[src/rtl/u8cp_pkg.sv]
// Shared types, constants and codes for the UTF-8 / OEM code page codec.
`timescale 1ns / 1ps

package u8cp_pkg;

   // Table geometry
   localparam int PAGES          = 4;
   localparam int PAGE_ENTRIES   = 128;
   localparam int ENTRY_BITS     = $clog2(PAGE_ENTRIES);
   localparam int PAGE_BITS      = (PAGES > 1) ? $clog2(PAGES) : 1;
   localparam int WORD_ADDR_BITS = PAGE_BITS + ENTRY_BITS;

   typedef logic [PAGE_BITS-1:0]      page_idx_type;
   typedef logic [ENTRY_BITS-1:0]     entry_idx_type;
   typedef logic [WORD_ADDR_BITS-1:0] word_addr_type;

   // Character constants
   localparam logic [7:0]  BAD_CHAR       = 8'h7F;
   localparam logic [15:0] REPLACEMENT    = 16'hFFFD;
   localparam logic [20:0] CODE_POINT_MAX = 21'h10FFFF;
   localparam logic [20:0] SURROGATE_LO   = 21'h00D800;
   localparam logic [20:0] SURROGATE_HI   = 21'h00DFFF;
   localparam logic [20:0] MIN_TWO_BYTE   = 21'h000080;
   localparam logic [20:0] MIN_THREE_BYTE = 21'h000800;
   localparam logic [20:0] MIN_FOUR_BYTE  = 21'h010000;

   // Register indexes on the CSR port
   localparam logic CSR_CODE_PAGE    = 1'b0;
   localparam logic CSR_PAGES_IN_USE = 1'b1;

   typedef enum logic [1:0] {
      OP_LOAD_ID   = 2'd0,
      OP_LOAD_WORD = 2'd1,
      OP_DECODE    = 2'd2,
      OP_ENCODE    = 2'd3
   } op_type;

   typedef enum logic [2:0] {
      ST_IDLE,
      ST_EXEC,
      ST_READ,
      ST_SCAN,
      ST_EMIT
   } state_type;

   typedef struct packed {
      op_type      operation;
      logic [1:0]  slot;
      logic [6:0]  entry;
      logic [15:0] value;
      logic [7:0]  byte_in;
   } req_type;

   typedef struct packed {
      logic [7:0] out_byte;
      logic       last;
   } rsp_type;

   // Controller to datapath
   typedef struct packed {
      logic latch_item;
      logic write_id;
      logic write_word;
      logic decode_step;
      logic encode_direct;
      logic encode_word;
      logic scan_start;
      logic scan_run;
      logic scan_finish;
      logic emit;
   } cmd_type;

   // Datapath to controller
   typedef struct packed {
      op_type op;
      logic   dec_scan;
      logic   dec_empty;
      logic   enc_direct;
      logic   scan_end;
      logic   out_free;
      logic   emit_last;
   } status_type;

endpackage

[src/rtl/u8cp_ctrl.sv]
// Controller: sequences loads, decode, encode, page word lookup and result delivery.
`timescale 1ns / 1ps

module u8cp_ctrl (
   input  logic                 clock,
   input  logic                 reset,
   input  logic                 req_valid,
   output logic                 req_stall,
   input  u8cp_pkg::status_type status,
   output u8cp_pkg::cmd_type    cmd
);

   u8cp_pkg::state_type state_ff, state_in;

   // State register
   always_ff @(posedge clock) begin
      if (reset) begin
         state_ff <= u8cp_pkg::ST_IDLE;
      end else begin
         state_ff <= state_in;
      end
   end

   // Next state and commands
   always_comb begin
      state_in  = state_ff;
      cmd       = '0;
      req_stall = 1'b1;
      unique case (state_ff)
         u8cp_pkg::ST_IDLE: begin
            req_stall = 1'b0;
            if (req_valid) begin
               cmd.latch_item = 1'b1;
               state_in       = u8cp_pkg::ST_EXEC;
            end
         end
         u8cp_pkg::ST_EXEC: begin
            unique case (status.op)
               u8cp_pkg::OP_LOAD_ID: begin
                  cmd.write_id = 1'b1;
                  state_in     = u8cp_pkg::ST_IDLE;
               end
               u8cp_pkg::OP_LOAD_WORD: begin
                  cmd.write_word = 1'b1;
                  state_in       = u8cp_pkg::ST_IDLE;
               end
               u8cp_pkg::OP_DECODE: begin
                  cmd.decode_step = 1'b1;
                  if (status.dec_scan) begin
                     cmd.scan_start = 1'b1;
                     state_in       = u8cp_pkg::ST_SCAN;
                  end else if (status.dec_empty) begin
                     state_in = u8cp_pkg::ST_IDLE;
                  end else begin
                     state_in = u8cp_pkg::ST_EMIT;
                  end
               end
               u8cp_pkg::OP_ENCODE: begin
                  if (status.enc_direct) begin
                     cmd.encode_direct = 1'b1;
                     state_in          = u8cp_pkg::ST_EMIT;
                  end else begin
                     state_in = u8cp_pkg::ST_READ;
                  end
               end
               default: state_in = u8cp_pkg::ST_IDLE;
            endcase
         end
         u8cp_pkg::ST_READ: begin
            cmd.encode_word = 1'b1;
            state_in        = u8cp_pkg::ST_EMIT;
         end
         u8cp_pkg::ST_SCAN: begin
            cmd.scan_run = 1'b1;
            if (status.scan_end) begin
               cmd.scan_finish = 1'b1;
               state_in        = u8cp_pkg::ST_EMIT;
            end
         end
         u8cp_pkg::ST_EMIT: begin
            if (status.out_free) begin
               cmd.emit = 1'b1;
               if (status.emit_last) begin
                  state_in = u8cp_pkg::ST_IDLE;
               end
            end
         end
         default: state_in = u8cp_pkg::ST_IDLE;
      endcase
   end

   a_scan_exits_to_emit: assert property (@(posedge clock) disable iff (reset)
      state_ff == u8cp_pkg::ST_SCAN |=>
         (state_ff == u8cp_pkg::ST_SCAN) || (state_ff == u8cp_pkg::ST_EMIT))
      else $error("lookup left without delivering a result");

   a_read_then_emit: assert property (@(posedge clock) disable iff (reset)
      state_ff == u8cp_pkg::ST_READ |=> state_ff == u8cp_pkg::ST_EMIT)
      else $error("page word read not followed by delivery");

   a_exec_after_accept: assert property (@(posedge clock) disable iff (reset)
      state_ff == u8cp_pkg::ST_EXEC |-> $past(state_ff) == u8cp_pkg::ST_IDLE)
      else $error("execution entered without an accepted word");

endmodule

[config.mk]
export PLATFORM = sky130hd
export DESIGN_NAME = u8cp_ctrl
export DESIGN_NICKNAME = d
export VERILOG_FILES = /design/src/rtl/u8cp_pkg.sv /design/src/rtl/u8cp_ctrl.sv
export SDC_FILE = /design/constraint.sdc
export NUM_CORES = 1
export LEC_CHECK = 0
export BUFFER_PORTS_ARGS = -buffer_cell sky130_fd_sc_hd__buf_2
export CAP_MARGIN = 30
export CELL_PAD_IN_SITES_DETAIL_PLACEMENT = 1
export CELL_PAD_IN_SITES_GLOBAL_PLACEMENT = 1
export CORE_AREA = 2 2 39 41
export CTS_CLUSTER_DIAMETER = 60
export DETAILED_ROUTE_END_ITERATION = 16
export DIE_AREA = 0 0 41 43
export PLACE_DENSITY = 0.81
export RECOVER_POWER = 25
export SLEW_MARGIN = 15
export SYNTH_ARGS = -nofsm -noshare
export SYNTH_HDL_FRONTEND = slang
export SYNTH_SLANG_ARGS = --single-unit
export TNS_END_PERCENT = 30
[constraint.sdc]
create_clock -name clock -period 2.8 [get_ports clock]
set_input_delay 0.56 -clock clock [delete_from_list [all_inputs] [get_ports clock]]
set_output_delay 0.56 -clock clock [all_outputs]
set_load 0.02 [all_outputs]
### After elaboration in Yosys (flattened, before gate mapping)

Index checks and enable logic that the tools add are counted.

* multipliers: 0
* add/subtract/negate cells: 0
* shift-type cells: 0
* divide/modulo/power cells: 0
* order comparisons: 0
* muxes and demuxes: 26
* eq/ne operators: 11
* reduce and logical (&&, ||, !) cells: 4
* bitwise operators: 0

Operators with widths (number)
* 2-to-1 mux 3 bit: 7
* 2-to-1 mux 1 bit: 15
* case mux 3 bit (5 select lines): 1
* case mux 3 bit (3 select lines): 1
* != test 2 bit (second input constant): 4
* equality test 3 x 2 -> 1 bit (second input constant): 2
* equality test 2 bit (second input constant): 2
* 2-to-1 mux 4 bit: 1
* AND reduction 4 bit: 1
* equality test 3 x 1 -> 1 bit (second input constant): 1
* equality test 3 bit (second input constant): 1
* zero test 3 bit: 1
* equality test 2 x 1 -> 1 bit (second input constant): 1
* zero test 2 bit: 1
* 2-to-1 mux 2 bit: 1
* OR reduction 2 bit: 1

* logic and storage cells: 42
* bits in latches: 0
* register bits: 3
* memories: 0
* output and inout port bits: 11
* input port bits: 11
* bits in read-only memories: 0
* bits in writable memories: 0

### Longest topological paths before layout

Gate-level depths: netlist of the first run.

* word-level depth: 4
* mapped depth: 4
* gate-level depth less buffers: 3

### Least setup slack after synthesis of the first run

Ideal clock, no wire load.

* path kind: in2out
* start point: in status[6] (netlist name)
* end point: out cmd[7] (netlist name)
* setup slack: 0.793 ns
* path buffers: 1
* data arrival time: 1.447 ns
* stages: 2
* path through: clkbuf_2 -> nor4b_1

RTL lines
* start, declared: line u8cp_ctrl.sv:9 `input u8cp_pkg::status_type status,`
* end, declared: line u8cp_ctrl.sv:10 `output u8cp_pkg::cmd_type cmd`

==> impl_results.md, run 1 <==
* Compound-cell area share of the yosys netlist at approximately 22%
* Die H at between 40 and 50 µm
* Vias in the first global route at around 350
* DR vias/cell at between 4 and 5
* Total chip power at between 150 and 200 µW
* DRC viols at 0
* Setup crit start kind: flop
* Final Critical Period at between 1500 and 2000 ps
* Antenna Nets Post-Route at 0
* I/O pin count at 22
* Register area share after synthesis at between 10% and 20%
* CTS max path bufs at 2
* Final max-slew violation count at 0
* R2R depth at 3
* GRT Resource Usage Total at roughly 12%
* Number of antenna repair diodes at 0
* Final Skew at ~1.5 ps
* Worst slew pin tran at about 360 ps
* Post-place setup slack at roughly 1000 ps
* Top reg by flops: state_ff
* Met2 WL post-DR at 399 µm
* CTS tree: yes
* Setup TNS at 0 ps
* Routed wl met3 at 88 µm
* Hold_buf cts at 0
* PwrDens at between 300 and 400 mW/mm²
* RSZ-0062 raised after global routing: no
* Highest metal used: met3
* Core Area at about 0.0014 mm²
* Clock power frac at a little over two fifths
* Distinct cells, synth at 28
* Synth Instances at between 40 and 50
* Fin Hold WS at 523 ps
* Setup ws final at around 870 ps
* Synth Register Bits at 3
* Grt total ovfl at 0
* WHS Endpoint: state_ff[2]
* Leakage power at between 0.0002 and 0.00025 µW
* Htree depth at 1
* Cell Int Power at 119 µW
* Hold Vio Cnt, Final at 0
* Initial DRC count at 2
* Element type at the critical path end: primary output
* Total wire length at 885 µm
* Clock sink count at 3
* Number of instances resized during post-cts repair at 0
* Routed metal-1 wirelength at between 300 and 400 µm
* Max reg flops at 3
* Pre-antenna DRT Iters at 3
* CTS clk-pin slew, worst paths at about 40 ps
* CTS root buffer: clkbuf_4
* Post-synthesis mux area share at 0%
* Largest family of logic cells by synthesized area: simple AND/OR/NAND/NOR gates
* Fin nets at 75
* Cell accounting for the most synthesized area: dfxtp_1
* Relative slew slack at 76.2%
* Post-Synth XOR/XNOR Area at 0%
* Fillers at 190
* Synth Area in Simple Gates at between 40% and 50%
* Switching part of the total at approximately 31%
* Share of cells above drive strength 1 at between 40% and 50%
* Run status: completed
* DIE WIDTH at between 40 and 50 µm
* Port Buffers at 21
* Part of the power in registers at between 20% and 30%
* Largest net degree at the start of global routing at 13
* WS Path Type: reg2out
* Row count at 14
* Die ar. at ~0.0018 mm²
* Mapped Area at roughly 340 µm²
* Hold Crit Depth at 2
* Worst Path Arrival at ~1400 ps
* Synth Area in Adders at 0%
* Clock latency on the worst-skew pair at between 200 and 250 ps
* Hold wc startpoint: reset
* GP Congestion at ~0.73
* Reg2Reg Capture Point: state_ff[0]
* Peak Freq at roughly 520 MHz
* Comb pwr share at 27.5%
* Worst reg2reg path startpoint: state_ff[2]
* Antenna violations before repair at 0
* Wirelength per Cell at about 11 µm
* Area Growth Syn to Fin at 29.6%
* Switching pwr at about 54 µW
* CTS Buf Count at 3
* Yosys warning total at 0
* Vias at a little under 400
* Hold Path Class: in2reg
* Post-CTS Setup Bufs at 0
* CP required at 2240 ps
* Synthesized net count at 53
* Tcrit/Tclk final at 68.9%
* Internal reg-to-reg setup slack at 1470 ps
* Initial Util at 24.8%
* Top cell type's share of synthesized area at around 18%
* Top cells by area, synth: dfxtp_1, nand4bb_4, buf_6
* Avg Cell Area, Syn at around 8.2 µm²
* First-pass GRT wire length at approximately 1.5 mm
* Crit path max fanout at 9
* Worst VDD drop at approximately 200 µV
* Final setup vio count at 0
* Max Cap Viol at 0
* Largest regs: state_ff (3)
==> stage by stage <==
stage	cell area, µm²	utilization, %	std cells
2_1_floorplan	343	-	42
3_3_place_gp	435	31.5	75
3_5_place_dp	435	31.5	75
4_1_cts	462	33.4	79
5_1_grt	444	32.1	79
6_report	444	32.1	79
==> layout make-up <==
cell class | count | area [µm²] | area share (%)
clock buffers | 4 | 26.3 | 5.92
repair buffers | 21 | 105 | 23.7
flip-flops and latches | 3 | 60.1 | 13.5
well taps | 16 | 20.0 | 4.51
inverters | 4 | 15.0 | 3.38
multi-input cells | 31 | 218 | 49.0
==> critical path: stages (launching register included) <==
cell and delay, ps:
dfxtp_1 490, nand2b_1 120, nor4b_1 310, buf_2 220
==> layout by cell type, fill, tap and decap left out, drive strengths merged <==
| cell | n |
|---|---|
| or3 | 1 |
| nor4b | 1 |
| buf | 21 |
| and4bb | 1 |
| nand3 | 1 |
| inv | 4 |
| nor4 | 1 |
| clkbuf | 4 |
| and2 | 1 |
| nor3b | 2 |
| a32oi | 1 |
| nor3 | 3 |
| nand2 | 1 |
| o21a | 2 |
| nand2b | 2 |
| a21oi | 1 |
| a221oi | 1 |
| a311o | 1 |
| dfxtp | 3 |
| nand4bb | 1 |
| nand3b | 1 |
| o32ai | 1 |
| a31oi | 1 |
| and3 | 2 |
| nor2 | 4 |
| a21boi | 1 |
==> power by group through the flow <==
stage | Combinational (µW) | Sequential, µW | Clock [µW]
4_1_cts | 50.5 | 51.4 | 78.9
5_1_grt | 53.8 | 51.9 | 86.6
3_5_place_dp | 50.4 | 52.1 | 0
6_report | 47.5 | 50.7 | 74.9
3_3_place_gp | 49.4 | 51.9 | 0
2_1_floorplan | 40.1 | 46.7 | 0
==> cells in the mapped netlist <==
library cell  n
a21boi_0      1
a21oi_1       1
a221oi_2      1
a311o_1       1
a31oi_1       1
a32oi_1       1
and2_1        1
and3_1        2
and4bb_1      1
buf_2         1
buf_6         2
clkbuf_2      1
dfxtp_1       3
inv_1         4
nand2_1       1
nand2b_1      2
nand3_1       1
nand3b_1      1
nand4bb_4     1
nor2_1        4
nor3_1        2
nor3_2        1
nor3b_1       2
nor4_1        1
nor4b_1       1
o21a_1        2
o32ai_1       1
or3_1         1
==> cell families after synthesis <==
family                 after synthesis
buffers and inverters                8
DFF                                  3
AOI/OAI and AO/OA                    9
and+or+nand+nor                     22
==> how the worst max path moves through the flow <==
stage | from | slack (ps) | to
2_1_floorplan | status[6] | 790 | cmd[7]
3_3_place_gp | status[7] | 1010 | cmd[5]
3_5_place_dp | status[7] | 1010 | cmd[5]
4_1_cts | state_ff[0] | 810 | cmd[7]
5_1_grt | state_ff[0] | 730 | cmd[7]
6_report | state_ff[0] | 870 | cmd[7]
==> routing by layer <==
metal,track usage [%],up-vias
li1,-,200
met1,15.4,174
met2,18.4,17
met3,4.71,0
met4,4.00,0
met5,0,-
Note: power is estimated with default switching activity, not from simulation.
==> inputs of run 2 (changes only) <==
- ABC_AREA: unset -> 1
- CORE_AREA: 2 2 39 41 -> unset
- CORE_MARGIN: unset -> 2
- CORE_UTILIZATION: unset -> 20
- DIE_AREA: 0 0 41 43 -> unset
- PLACE_DENSITY: 0.81 -> 0.8
- clock period: 2.8 -> 1.86 ns (I/O delays scaled with it)
==> impl_results.md, run 2 <==
* Most common flop cell mapped by yosys: dfxtp_1
* Post-synth EDFFs at 0 (unchanged)
* CTS clk-pin slew, worst paths at 40 ps (about the same)
* First-pass GRT wire length at 1.25 mm (-17%)
* Most frequent cells in the layout: buf_2, nand2_1, nor2_1
* DR vias/cell at 4.29 (-13%)
* Switching part of the total at 35.2% (+4.1 points)
* Largest regs: state_ff (3)
* Yosys warning total at 0 (unchanged)
* Max Cap Viol at 0 (unchanged)
* Fin Hold WS at 326 ps (-198 ps)
* Vias in the first global route at 321 (-8.5%)
* Leakage power at 0.000261 µW (+14%)
* Grt total ovfl at 0 (unchanged)
* Fin nets at 87 (+16%)
* CTS root buffer: clkbuf_4
* Setup crit start kind: flop
* CTS tree: yes
* Part of the power in registers at 26.5% (-2.8 points)
* Hold_buf cts at 0 (unchanged)
* Synthesized net count at 61 (+15%)
* Max reg flops at 3 (unchanged)
* Top cells by area, synth: dfxtp_1, nand2_1, nor2_1
* GP Congestion at 0.726 (-0.37%)
* CTS max path bufs at 2 (unchanged)
* Final Skew at 2.23 ps (+0.771 ps)
* DRC viols at 0 (unchanged)
* WS Path Type: reg2out
* Clock sink count at 3 (unchanged)
* Row count at 13 (-1)
* Synth Register Bits at 3 (unchanged)
* Worst VDD drop at 307 µV (+51%)
* Number of antenna repair diodes at 0 (unchanged)
* I/O pin count at 22 (unchanged)
* Avg Cell Area, Syn at 5.26 µm² (-36%)
* Synth cell count leaders: nand2_1, nor2_1, inv_1
* Distinct cells, synth at 12 (-57%)
* Clock power frac at 41.8% (-1.5 points)
* Hold Vio Cnt, Final at 0 (unchanged)
* Post-place setup slack at 414 ps (-592 ps)
* Final setup vio count at 0 (unchanged)
* Antenna Nets Post-Route at 0 (unchanged)
* GRT Resource Usage Total at 11.8% (-0.49 points)
* Switching pwr at 98.0 µW (+82%)
* DIE WIDTH at 40.2 µm (-1.8%)
* Most common cell in the netlist: nand2_1
* Core Area at 0.00127 mm² (-8.3%)
* Pre-antenna DRT Iters at 3 (unchanged)
* Commonest non-fill, non-tap cell in the layout: buf_2
* Setup ws final at 189 ps (-680 ps)
* Crit path max fanout at 4 (-5)
* Final Critical Period at between 1500 and 2000 ps
* Hold Path Class: in2reg
* Worst Path Arrival at 1300 ps (-70 ps)
* Initial Util at 20.7% (-4.1 points)
* Cell accounting for the most synthesized area: dfxtp_1
* Clock latency on the worst-skew pair at 230 ps (about the same)
* Post-CTS Setup Bufs at 0 (unchanged)
* Element type at the critical path end: primary output
* Die H at 40.2 µm (-6.4%)
* Number of instances resized during post-cts repair at 0 (unchanged)
* Wirelength per Cell at 9.01 µm (-20%)
* RSZ-0062 raised after global routing: no
* CP required at 1490 ps (-750 ps)
* Top cell type's share of synthesized area at 22.9% (+5.3 points)
* Layout Utilization at 32.5% (+0.45 points)
* Port Buffers at 21 (unchanged)
* Run status: completed
* Share of cells above drive strength 1 at 36.0% (-5.3 points)
* Tcrit/Tclk final at between 80 and 90%
* Mapped Area at 263 µm² (-23%)
* Register area share after synthesis at 22.9% (+5.3 points)
* Peak Freq at 598 MHz
* Synth async-reset ratio at 0% (unchanged)
* Synth Instances at 50 (+19%)
* Comb pwr share at 31.6% (+4.1 points)
* Antenna violations before repair at 0 (unchanged)
* Largest net degree at the start of global routing at 6 (-7)
* Final max-slew violation count at 0 (unchanged)
* Setup TNS at 0 ps (unchanged)
* CTS Buf Count at 3 (unchanged)
* Area Growth Syn to Fin at 57.1%
* Vias at 386 (-1.3%)
* PwrDens at 674 mW/mm² (+73%)
* Post-DP HPWL at roughly 720 µm
* Relative slew slack at 82.9% (+6.8 points)
* Die ar. at 0.00162 mm² (-8.1%)
* Top reg by flops: state_ff
* Htree depth at 1 (unchanged)
* Initial DRC count at 4 (+2)
* Worst slew pin tran at 254 ps (-103 ps)
* Total wire length at 811 µm (-8.4%)
* Cell Int Power at 180 µW (+51%)
[run 2: cell types whose count changed after synthesis, moves of 3 or more]
cell / change
inv_1: +4
nand2_1: +11
nor2_1: +6
nor3_1: +3
[run 2: routing by layer]
metal	wire length [µm]	part of all wire (%)	track usage [%]	up-vias
li1	-	-	-	204
met1	347	43	13.5	173
met2	412	51	19.0	9
met3	51	6.3	3.33	0
met4	0	0	7.50	0
met5	0	0	0	-
[run 2: path summary, 6_finish.rpt]
path | start | to | slack, ps | cells after the start
worst min-delay path | reset | state_ff[2] | 330 | 2
worst min register to register | state_ff[2] | state_ff[2] | 590 | 2
worst max register to register | state_ff[2] | state_ff[2] | 750 | 6
worst max-delay path | state_ff[0] | cmd[7] | 190 | 5
[run 2: power groups by stage]
| stage | combinational [µW] | sequential, µW | clock [µW] |
|---|---|---|---|
| 2_1_floorplan | 56.2 | 73.9 | 0 |
| 3_3_place_gp | 86.9 | 74.6 | 0 |
| 3_5_place_dp | 89.1 | 75.1 | 0 |
| 4_1_cts | 89.4 | 74.0 | 121 |
| 5_1_grt | 102 | 74.1 | 129 |
| 6_report | 88.0 | 73.9 | 117 |
[run 2: cell families after synthesis]
| logic type | synth area share, % |
|---|---|
| AO/OA/AOI/OAI | 7.62 |
| buffers and inverters | 14.3 |
| flip-flops | 22.9 |
| AND/OR/NAND/NOR | 55.2 |
[run 2: area by class of cell]
class | count | area, µm²
sequential | 3 | 60.1
fill | 190 | 856
clock buffer | 4 | 26.3
timing repair buffer | 21 | 105
tap | 15 | 18.8
inverter | 10 | 37.5
multi-input combinational | 37 | 165
[run 2: critical path, cell delays in order (launching register included)]
cell     delay, ps
dfxtp_1        360
inv_2           70
nor3_2         200
inv_1          120
nor3_1         130
buf_2          180
[run 2: per-stage QoR]
stage	cells	power, µW	cell area, µm²
global placement	86	161	387
floorplan	50	130	263
finish	90	278	413
global route	90	305	413
CTS	90	284	413
detailed placement	86	164	387
